[src/hdl/ut8_pkg.sv]
`timescale 1ns / 1ps

package ut8_pkg;

    // One tick word as it travels from the front stage to the back end
    typedef struct packed {
        logic       rx_line;
        logic       send_request;
        logic [7:0] send_byte;
        logic       receive_request;
    } word_t;

    typedef logic [3:0] phase_t;
    typedef logic [8:0] tick_t;

    // Register indexes
    localparam logic CFG_BAUD_SELECT     = 1'b0;
    localparam logic CFG_RECEIVE_TIMEOUT = 1'b1;

    localparam logic [1:0]  BAUD_OFF      = 2'd3;
    localparam logic [23:0] TIMEOUT_RESET = 24'd200000;

    // Phase codes
    localparam phase_t PH_IDLE   = 4'd0;
    localparam phase_t TX_START  = 4'd1;
    localparam phase_t TX_DATA0  = 4'd2;
    localparam phase_t TX_DATA7  = 4'd9;
    localparam phase_t TX_STOP   = 4'd10;
    localparam phase_t RX_WAIT   = 4'd1;
    localparam phase_t RX_START  = 4'd2;
    localparam phase_t RX_HOLD   = 4'd10;

    // Delay from start edge to the first sample
    function automatic tick_t start_delay(input logic [1:0] sel);
        tick_t d;
        unique case (sel)
            2'd1:    d = 9'd200;
            2'd2:    d = 9'd37;
            default: d = 9'd300;
        endcase
        return d;
    endfunction

    // One bit period, shared by sampling and serializing
    function automatic tick_t bit_period(input logic [1:0] sel);
        tick_t d;
        unique case (sel)
            2'd1:    d = 9'd100;
            2'd2:    d = 9'd23;
            default: d = 9'd200;
        endcase
        return d;
    endfunction

endpackage

[src/hdl/uart_8n1_tick_transceiver_core.sv]
`timescale 1ns / 1ps

// 8N1 UART transceiver stepped by a one-microsecond tick word.
// Input channel (in_valid/in_ready): one word per tick, carrying the sampled
// receive line, a send request with its byte and a receive request.
// Output channel (out_valid/out_ready): exactly one word per input word, giving
// the transmit line level, both busy flags and, when rx_valid is set, the
// received byte and the timeout flag.
// Configuration: write baud_select (index 0) or receive_timeout (index 1) with
// cfg_we; no handshake, and only while no tick word is in flight.
// Path: the result word is registered; an accepted word passes the front holding
// stage, the two-word queue and the back end's output register, in that order.
// Throughput: one word per cycle while out_ready stays high; the back end updates
// both the transmit and the receive state machines together on each tick.
// Reset: both state machines go idle, baud_select returns to 4800 and
// receive_timeout to 200000 ticks; no words are held.
// Stall: while out_ready is low the result word holds, the back end stops
// popping, the queue fills and then in_ready drops; nothing is lost.
module uart_8n1_tick_transceiver_core
#(
    parameter int QUEUE_DEPTH = 2
)
(
    input  logic        clk,
    input  logic        rst_n,
    input  logic        cfg_we,
    input  logic        cfg_index,
    input  logic [23:0] cfg_data,
    input  logic        in_valid,
    output logic        in_ready,
    input  logic        rx_line,
    input  logic        send_request,
    input  logic [7:0]  send_byte,
    input  logic        receive_request,
    output logic        out_valid,
    input  logic        out_ready,
    output logic        tx_line,
    output logic        tx_busy,
    output logic        rx_busy,
    output logic        rx_valid,
    output logic [7:0]  rx_byte,
    output logic        rx_timed_out
);

    ut8_pkg::word_t in_word;
    ut8_pkg::word_t push_word;
    ut8_pkg::word_t pop_word;
    logic           push;
    logic           q_ready;
    logic           q_valid;
    logic           pop;

    // Gather the tick fields into one word
    assign in_word.rx_line         = rx_line;
    assign in_word.send_request    = send_request;
    assign in_word.send_byte       = send_byte;
    assign in_word.receive_request = receive_request;

    // Front: hold the accepted word until the queue takes it
    ut8_front u_front
    (
        .clk       (clk),
        .rst_n     (rst_n),
        .in_valid  (in_valid),
        .in_ready  (in_ready),
        .in_word   (in_word),
        .push      (push),
        .push_word (push_word),
        .q_ready   (q_ready)
    );

    // Queue: lets the front keep accepting while the output stalls briefly
    ut8_queue #(.DEPTH(QUEUE_DEPTH)) u_queue
    (
        .clk       (clk),
        .rst_n     (rst_n),
        .push      (push),
        .push_word (push_word),
        .q_ready   (q_ready),
        .pop       (pop),
        .q_valid   (q_valid),
        .pop_word  (pop_word)
    );

    // Back: transmit and receive state machines plus the result register
    ut8_back u_back
    (
        .clk          (clk),
        .rst_n        (rst_n),
        .cfg_we       (cfg_we),
        .cfg_index    (cfg_index),
        .cfg_data     (cfg_data),
        .q_valid      (q_valid),
        .pop_word     (pop_word),
        .pop          (pop),
        .out_valid    (out_valid),
        .out_ready    (out_ready),
        .tx_line      (tx_line),
        .tx_busy      (tx_busy),
        .rx_busy      (rx_busy),
        .rx_valid     (rx_valid),
        .rx_byte      (rx_byte),
        .rx_timed_out (rx_timed_out)
    );

endmodule

[src/hdl/ut8_front.sv]
`timescale 1ns / 1ps

module ut8_front
(
    input  logic          clk,
    input  logic          rst_n,
    input  logic          in_valid,
    output logic          in_ready,
    input  ut8_pkg::word_t in_word,
    output logic          push,
    output ut8_pkg::word_t push_word,
    input  logic          q_ready
);

    logic           hold_valid_reg;
    logic           hold_valid_next;
    ut8_pkg::word_t hold_word_reg;
    logic           accept;

    // Take a new word whenever the holding slot is empty or drains this cycle
    assign push     = hold_valid_reg && q_ready;
    assign in_ready = !hold_valid_reg || q_ready;
    assign accept   = in_valid && in_ready;

    always_comb
    begin
        if (accept)
        begin
            hold_valid_next = 1'b1;
        end
        else if (push)
        begin
            hold_valid_next = 1'b0;
        end
        else
        begin
            hold_valid_next = hold_valid_reg;
        end
    end

    // Pass the held word to the queue as it is
    always_comb
    begin
        push_word = hold_word_reg;
    end

    always_ff @(posedge clk or negedge rst_n)
    begin
        if (!rst_n)
        begin
            hold_valid_reg <= 1'b0;
        end
        else
        begin
            hold_valid_reg <= hold_valid_next;
        end
    end

    always_ff @(posedge clk)
    begin
        if (accept)
        begin
            hold_word_reg <= in_word;
        end
    end

endmodule

[src/hdl/ut8_queue.sv]
`timescale 1ns / 1ps

module ut8_queue
#(
    parameter int DEPTH = 2
)
(
    input  logic           clk,
    input  logic           rst_n,
    input  logic           push,
    input  ut8_pkg::word_t push_word,
    output logic           q_ready,
    input  logic           pop,
    output logic           q_valid,
    output ut8_pkg::word_t pop_word
);

    localparam int PW = (DEPTH > 1) ? $clog2(DEPTH) : 1;
    localparam int CW = $clog2(DEPTH + 1);

    ut8_pkg::word_t        mem_reg [DEPTH];
    logic [PW-1:0]         wr_ptr_reg, wr_ptr_next;
    logic [PW-1:0]         rd_ptr_reg, rd_ptr_next;
    logic [CW-1:0]         count_reg, count_next;
    logic                  do_push;
    logic                  do_pop;

    assign q_ready  = count_reg != CW'(DEPTH);
    assign q_valid  = count_reg != '0;
    assign pop_word = mem_reg[rd_ptr_reg];
    assign do_push  = push && q_ready;
    assign do_pop   = pop && q_valid;

    always_comb
    begin
        wr_ptr_next = wr_ptr_reg;
        rd_ptr_next = rd_ptr_reg;
        count_next  = count_reg;
        if (do_push)
        begin
            wr_ptr_next = (wr_ptr_reg == PW'(DEPTH - 1)) ? '0 : wr_ptr_reg + 1'b1;
        end
        if (do_pop)
        begin
            rd_ptr_next = (rd_ptr_reg == PW'(DEPTH - 1)) ? '0 : rd_ptr_reg + 1'b1;
        end
        if (do_push && !do_pop)
        begin
            count_next = count_reg + 1'b1;
        end
        else if (do_pop && !do_push)
        begin
            count_next = count_reg - 1'b1;
        end
    end

    always_ff @(posedge clk or negedge rst_n)
    begin
        if (!rst_n)
        begin
            wr_ptr_reg <= '0;
            rd_ptr_reg <= '0;
            count_reg  <= '0;
        end
        else
        begin
            wr_ptr_reg <= wr_ptr_next;
            rd_ptr_reg <= rd_ptr_next;
            count_reg  <= count_next;
        end
    end

    always_ff @(posedge clk)
    begin
        if (do_push)
        begin
            mem_reg[wr_ptr_reg] <= push_word;
        end
    end

endmodule

[src/hdl/ut8_back.sv]
`timescale 1ns / 1ps

module ut8_back
(
    input  logic           clk,
    input  logic           rst_n,
    input  logic           cfg_we,
    input  logic           cfg_index,
    input  logic [23:0]    cfg_data,
    input  logic           q_valid,
    input  ut8_pkg::word_t pop_word,
    output logic           pop,
    output logic           out_valid,
    input  logic           out_ready,
    output logic           tx_line,
    output logic           tx_busy,
    output logic           rx_busy,
    output logic           rx_valid,
    output logic [7:0]     rx_byte,
    output logic           rx_timed_out
);

    logic [1:0]        baud_reg;
    logic [23:0]       timeout_reg;

    ut8_pkg::phase_t   tx_phase_reg, tx_phase_next;
    ut8_pkg::tick_t    tx_cnt_reg, tx_cnt_next;
    logic [7:0]        tx_shift_reg, tx_shift_next;
    ut8_pkg::phase_t   rx_phase_reg, rx_phase_next;
    ut8_pkg::tick_t    rx_cnt_reg, rx_cnt_next;
    logic [7:0]        rx_shift_reg, rx_shift_next;
    logic [23:0]       rx_wait_reg, rx_wait_next;

    logic              out_valid_reg;
    logic              tx_line_reg, tx_busy_reg, rx_busy_reg;
    logic              rx_valid_reg, rx_timed_out_reg;
    logic [7:0]        rx_byte_reg;

    logic              txl, vld, tmo;
    logic [7:0]        rbyte;
    logic              enabled;
    logic [1:0]        sel;
    ut8_pkg::tick_t    sd, bd, rd;

    // Advance one tick whenever the output slot is free or being taken
    assign pop     = q_valid && (!out_valid_reg || out_ready);
    assign enabled = baud_reg != ut8_pkg::BAUD_OFF;
    assign sel     = enabled ? baud_reg : 2'd0;
    assign sd      = ut8_pkg::start_delay(sel);
    assign bd      = ut8_pkg::bit_period(sel);

    always_comb
    begin
        tx_phase_next = (tx_phase_reg > ut8_pkg::TX_STOP) ? ut8_pkg::PH_IDLE : tx_phase_reg;
        tx_cnt_next   = tx_cnt_reg;
        tx_shift_next = tx_shift_reg;
        rx_phase_next = (rx_phase_reg > ut8_pkg::RX_HOLD) ? ut8_pkg::PH_IDLE : rx_phase_reg;
        rx_cnt_next   = rx_cnt_reg;
        rx_shift_next = rx_shift_reg;
        rx_wait_next  = rx_wait_reg;
        vld           = 1'b0;
        tmo           = 1'b0;
        rbyte         = 8'd0;
        rd            = bd;

        // transmitter
        if (tx_phase_next != ut8_pkg::PH_IDLE)
        begin
            if (!enabled)
            begin
                tx_phase_next = ut8_pkg::PH_IDLE;
                tx_cnt_next   = '0;
            end
            else
            begin
                tx_cnt_next = tx_cnt_next + 1'b1;
                if (tx_cnt_next >= bd)
                begin
                    tx_cnt_next   = '0;
                    tx_phase_next = (tx_phase_next == ut8_pkg::TX_STOP) ?
                                    ut8_pkg::PH_IDLE : tx_phase_next + 1'b1;
                end
            end
        end
        if (tx_phase_next == ut8_pkg::PH_IDLE && pop_word.send_request && enabled)
        begin
            tx_phase_next = ut8_pkg::TX_START;
            tx_cnt_next   = '0;
            tx_shift_next = pop_word.send_byte;
        end
        if (tx_phase_next == ut8_pkg::TX_START)
        begin
            txl = 1'b0;
        end
        else if (tx_phase_next >= ut8_pkg::TX_DATA0 && tx_phase_next <= ut8_pkg::TX_DATA7)
        begin
            txl = tx_shift_next[3'(tx_phase_next - ut8_pkg::TX_DATA0)];
        end
        else
        begin
            txl = 1'b1;
        end

        // receiver: request or disable first
        if (rx_phase_next == ut8_pkg::PH_IDLE)
        begin
            if (pop_word.receive_request)
            begin
                if (!enabled)
                begin
                    vld = 1'b1;
                    tmo = 1'b1;
                end
                else
                begin
                    rx_phase_next = ut8_pkg::RX_WAIT;
                    rx_wait_next  = '0;
                    rx_shift_next = '0;
                    rx_cnt_next   = '0;
                end
            end
        end
        else if (!enabled)
        begin
            rx_phase_next = ut8_pkg::PH_IDLE;
            vld           = 1'b1;
            tmo           = 1'b1;
        end

        if (rx_phase_next == ut8_pkg::RX_WAIT)
        begin
            if (!pop_word.rx_line)
            begin
                rx_phase_next = ut8_pkg::RX_START;
                rx_cnt_next   = '0;
            end
            else if (rx_wait_next >= timeout_reg)
            begin
                rx_phase_next = ut8_pkg::PH_IDLE;
                vld           = 1'b1;
                tmo           = 1'b1;
            end
            else
            begin
                rx_wait_next = rx_wait_next + 1'b1;
            end
        end
        else if (rx_phase_next >= ut8_pkg::RX_START)
        begin
            rd          = (rx_phase_next == ut8_pkg::RX_START) ? sd : bd;
            rx_cnt_next = rx_cnt_next + 1'b1;
            if (rx_cnt_next >= rd)
            begin
                rx_cnt_next = '0;
                if (rx_phase_next == ut8_pkg::RX_HOLD)
                begin
                    rx_phase_next = ut8_pkg::PH_IDLE;
                    vld           = 1'b1;
                    rbyte         = rx_shift_next;
                end
                else
                begin
                    rx_shift_next[3'(rx_phase_next - ut8_pkg::RX_START)] =
                        rx_shift_next[3'(rx_phase_next - ut8_pkg::RX_START)] |
                        pop_word.rx_line;
                    rx_phase_next = rx_phase_next + 1'b1;
                end
            end
        end
    end

    always_ff @(posedge clk or negedge rst_n)
    begin
        if (!rst_n)
        begin
            baud_reg     <= 2'd0;
            timeout_reg  <= ut8_pkg::TIMEOUT_RESET;
            tx_phase_reg <= ut8_pkg::PH_IDLE;
            tx_cnt_reg   <= '0;
            tx_shift_reg <= '0;
            rx_phase_reg <= ut8_pkg::PH_IDLE;
            rx_cnt_reg   <= '0;
            rx_shift_reg <= '0;
            rx_wait_reg  <= '0;
            out_valid_reg <= 1'b0;
        end
        else
        begin
            if (cfg_we)
            begin
                unique case (cfg_index)
                    ut8_pkg::CFG_BAUD_SELECT:     baud_reg    <= cfg_data[1:0];
                    ut8_pkg::CFG_RECEIVE_TIMEOUT: timeout_reg <= cfg_data;
                    default:                      ;
                endcase
            end
            if (pop)
            begin
                tx_phase_reg <= tx_phase_next;
                tx_cnt_reg   <= tx_cnt_next;
                tx_shift_reg <= tx_shift_next;
                rx_phase_reg <= rx_phase_next;
                rx_cnt_reg   <= rx_cnt_next;
                rx_shift_reg <= rx_shift_next;
                rx_wait_reg  <= rx_wait_next;
            end
            if (pop)
            begin
                out_valid_reg <= 1'b1;
            end
            else if (out_ready)
            begin
                out_valid_reg <= 1'b0;
            end
        end
    end

    always_ff @(posedge clk)
    begin
        if (pop)
        begin
            tx_line_reg      <= txl;
            tx_busy_reg      <= tx_phase_next != ut8_pkg::PH_IDLE;
            rx_busy_reg      <= rx_phase_next != ut8_pkg::PH_IDLE;
            rx_valid_reg     <= vld;
            rx_byte_reg      <= rbyte;
            rx_timed_out_reg <= tmo;
        end
    end

    assign out_valid    = out_valid_reg;
    assign tx_line      = tx_line_reg;
    assign tx_busy      = tx_busy_reg;
    assign rx_busy      = rx_busy_reg;
    assign rx_valid     = rx_valid_reg;
    assign rx_byte      = rx_byte_reg;
    assign rx_timed_out = rx_timed_out_reg;

endmodule

[config.mk]
export PLATFORM = sky130hd
export DESIGN_NAME = uart_8n1_tick_transceiver_core
export DESIGN_NICKNAME = d
export VERILOG_FILES = /design/src/hdl/ut8_pkg.sv /design/src/hdl/uart_8n1_tick_transceiver_core.sv /design/src/hdl/ut8_front.sv /design/src/hdl/ut8_queue.sv /design/src/hdl/ut8_back.sv
export SDC_FILE = /design/constraint.sdc
export NUM_CORES = 1
export LEC_CHECK = 0
export BUFFER_PORTS_ARGS = -buffer_cell sky130_fd_sc_hd__buf_4
export CORE_MARGIN = 10
export CORE_UTILIZATION = 47
export CTS_CLUSTER_DIAMETER = 200
export DETAILED_ROUTE_END_ITERATION = 8
export GPL_TIMING_DRIVEN = 0
export HOLD_SLACK_MARGIN = 0.06
export MAX_ROUTING_LAYER = met4
export PLACE_DENSITY = 0.67
export SLEW_MARGIN = 0
export SYNTH_ARGS = -nofsm -noshare
export SYNTH_HDL_FRONTEND = slang
export SYNTH_SLANG_ARGS = --single-unit
[constraint.sdc]
create_clock -name clk -period 4.3 [get_ports clk]
set_input_delay 0 -clock clk [delete_from_list [all_inputs] [get_ports clk]]
set_output_delay 0 -clock clk [all_outputs]
set_load 0.02 [all_outputs]
==> flow_summary.json <==
{
  "status": "complete, no violations",
  "cts_buffers": 17,
  "synth-seq-cells": 144,
  "cts_tree": "built",
  "vdd_drop_max_v": 0.000402,
  "multi_input_area_mm2": 0.00451,
  "syn_avg_cell_area_um2": 10.5,
  "drcViolationCount": 0,
  "yosysWarnings": 0,
  "nFillCells": 1487,
  "antenna_found_initial": 0,
  "finalSetupViolCount": 0,
  "worst-slew-pin-transition_ns": 0.991,
  "fmax_mhz": 240,
  "htreeDepth": 4,
  "grt_max_degree": 99,
  "p_int_mw": 3.56,
  "routed-via-count": 6543,
  "seq_area_frac_synth_pct": 45.3,
  "gp_congestion": 0.891,
  "arrival_ns": 4.32,
  "slew_headroom_pct": 33.7,
  "cts_buffer_depth": 2,
  "die_w_um": 154,
  "placed_cells": 1093,
  "placed_cell_area_mm2": 0.00919,
  "syn_to_final_growth_pct": 25.4,
  "path_cells": "buf_6 > a21o_4 > a22oi_2 > or3_1 > buf_6 > buf_8 > buf_12 > and2_4 > ha_4 > nand3_4 > nor3_4 > nand3_2 > xor2_1 > nor2_1 > ha_2 > or3_4 > o211ai_1 > buf_4 > nor2_1 > a21oi_2 > o2111ai_2",
  "insertion_delay_ns": 0.43,
  "core.rowCount": 49,
  "critPathKind": "flip-flop to flip-flop",
  "drv_slew": 0,
  "grt_pass1_vias": 6551,
  "cts_root_buf": "clkbuf_16",
  "finClkSkew_ns": 0.00789,
  "synthTopCellsByArea": "dfrtp_1 (27%), edfxtp_1 (16%), ha_1 (8.6%)",
  "grt_pass1_wl_um": 32100,
  "clkPwrFrac_pct": 25.9,
  "start_kind": "flip-flop",
  "design_area_mm2": 0.0106,
  "synth_flop_cell": "dfrtp_1",
  "maxCapViolations": 0,
  "post_drt_wl_per_cell_um": 16.3,
  "synth_top_cell_area_share_pct": 27.1,
  "drtPass1Iterations": 6,
  "power_density_mw_per_mm2": 541,
  "clk_pin_slew_ns": 0.07,
  "switching_power_mw": 2.20,
  "grt_usage_pct": 16.7,
  "cp_max_fo": 8,
  "utilization_pct": 59.7,
  "fin_cells": 1188,
  "via_per_inst": 5.51,
  "synth_cell_type_count": 77,
  "detail_route.iter0.violations": 376,
  "crit_path_end_kind": "flip-flop",
  "syn_inst": 809,
  "grt-ovfl-total": 0,
  "postRouteAntennaNets": 0,
  "hold_viol": 0,
  "diodes": 0,
  "required_ns": 4.46,
  "synth_top_area_cell": "dfrtp_1",
  "ys_async_sr_fraction_pct": 68.1,
  "p_leak_nw": 4.61,
  "combPwrFrac_pct": 40.3,
  "path_buf_inv": 5,
  "min_period_ns": 4.16,
  "hold_class": "input pin to flip-flop",
  "netlist_area_mm2": 0.00848,
  "seq_area_mm2": 0.00384,
  "dp_hpwl_um": 13100,
  "start_util_pct": 47.6,
  "cpLargestDelayFamily": "simple AND/OR/NAND/NOR gates",
  "slowest_delay_ns": 0.40,
  "cts.sinks": 144,
  "final.period_utilization_pct": 96.7,
  "sw_frac_of_total_pct": 38.2,
  "wl_um": 19400,
  "p_seq_share_pct": 33.8,
  "synth_enable_flop_cells": 46,
  "crit_slowest_cell": "or3_4",
  "core_area_mm2": 0.0178,
  "dieArea_mm2": 0.0238,
  "io_buffers": 55,
  "syn_nets": 908,
  "fin_nets": 1045,
  "fp.dieH_um": 154,
  "pin_count": 56,
  "drive_gt1_share_pct": 24.2
}
-- metrics by stage --
step	setup WS (ns)	total power, mW	hold WS [ns]	TNS [ns]
5_1_grt	-0.0408	6.12	0.181	-0.0799
4_1_cts	0.00944	5.63	0.153	0
3_5_place_dp	-0.988	3.98	0.179	-31.06
3_3_place_gp	-1.01	3.93	0.179	-29.71
2_1_floorplan	0.00605	3.38	-0.296	0
6_report	0.141	5.76	0.148	0
-- logic make-up (layout without fill, tap and decap cells) --
family,after synthesis,after routing,synth area share (%)
and+or+nand+nor,286,286,19.0
AOI/OAI and AO/OA,147,147,11.8
DFF,144,144,45.3
buffers and inverters,81,231,4.28
adders and majority gates,58,58,8.55
muxes,52,52,6.87
xor gates and xnor gates,41,41,4.23
-- final timing paths --
path,startpoint,to,slack (ns),cells past startpoint
min in group asynchronous,rst_n,u_back.timeout_reg[9],0.23,2
min reg2reg,u_front.push_word[4],u_queue.mem_reg[1][4],0.45,0
max in group asynchronous,rst_n,u_back.rx_phase_reg[1],3.38,2
max reg2reg,u_back.rx_phase_reg[0],u_back.rx_busy,0.14,21
max,u_back.rx_phase_reg[0],u_back.rx_busy,0.14,21
min,cfg_index,u_back.timeout_reg[3],0.15,3
-- cells in the final DEF (no fill, tap or decap), drive strengths merged, types with 6 or more instances in the layout --
| cell | count |
|---|---|
| a22o | 11 |
| a21oi | 30 |
| dfstp | 6 |
| nor4 | 16 |
| mux2 | 27 |
| dfrtp | 92 |
| mux2i | 23 |
| buf | 92 |
| edfxtp | 46 |
| inv | 57 |
| o21ai | 44 |
| nor2 | 42 |
| nand4 | 9 |
| and2 | 32 |
| nand3 | 20 |
| xor2 | 9 |
| ha | 58 |
| and3 | 17 |
| dlygate4sd3 | 42 |
| a21o | 11 |
| nand2b | 12 |
| nand2 | 89 |
| nor3 | 22 |
| clkbuf | 36 |
| xnor2 | 32 |
| or3 | 7 |
-- worst register-to-register path, cell delays in order (launching register included) --
cell       delay (ns)
dfrtp_1          0.38
buf_6            0.14
a21o_4           0.23
a22oi_2          0.26
or3_1            0.17
buf_6            0.12
buf_8            0.13
buf_12           0.12
and2_4           0.15
ha_4             0.17
nand3_4          0.11
nor3_4           0.18
nand3_2          0.10
xor2_1           0.15
nor2_1           0.07
ha_2             0.22
or3_4            0.40
o211ai_1         0.19
buf_4            0.17
nor2_1           0.08
a21oi_2          0.21
o2111ai_2        0.16
-- metal layers --
metal | wire [um] | track usage (%)
met5 | 0 | -
met1 | 9030 | 21.3
met3 | 902 | 3.77
met2 | 9160 | 26.0
met4 | 274 | 4.95
-- layout make-up --
cell class | instances | area share [%]
flip-flops and latches | 144 | 36.1
clock buffers | 17 | 4.00
well taps | 229 | 2.69
repair buffers | 118 | 9.35
plain buffers | 35 | 2.33
inverters | 46 | 1.62
multi-input cells | 584 | 42.4
clock inverters | 15 | 1.54
-- power by group through the flow --
| stage | logic (mW) | clock network (mW) | registers (mW) |
|---|---|---|---|
| after floorplan | 1.40 | 0 | 1.98 |
| after global placement | 1.98 | 0 | 1.95 |
| after detailed placement | 2.02 | 0 | 1.96 |
| after CTS | 2.16 | 1.52 | 1.94 |
| after global routing | 2.57 | 1.57 | 1.98 |
| final | 2.32 | 1.49 | 1.95 |
-- synthesized netlist by cell type, drive strengths merged (4+ instances only) --
cell and n:
and2 32, o21ai 44, a21boi 4, a211oi 4, a22o 11, nor2b 5, nor2 42, o31a 4
a21o 11, dfstp 6, mux2i 23, nor4b 5, nor4 16, nand3 20, nand2 89, ha 58
nand4 9, o31ai 5, or3 7, nand2b 12, clkbuf 20, o21a 4, dfrtp 92, mux2 27
inv 45, xnor2 32, nor3 22, xor2 9, and3 17, a21oi 30, a32o 5, buf 15
edfxtp 46
-- repair_timing --
item,4_1_cts,5_1_grt
pin swaps,8,15
buffers inserted,10,11
resized for setup,37,36
endpoints found under the hold margin,131,0
hold buffers,42,0
setup endpoints to repair,57,70
Power figures use the tool's default switching activity.
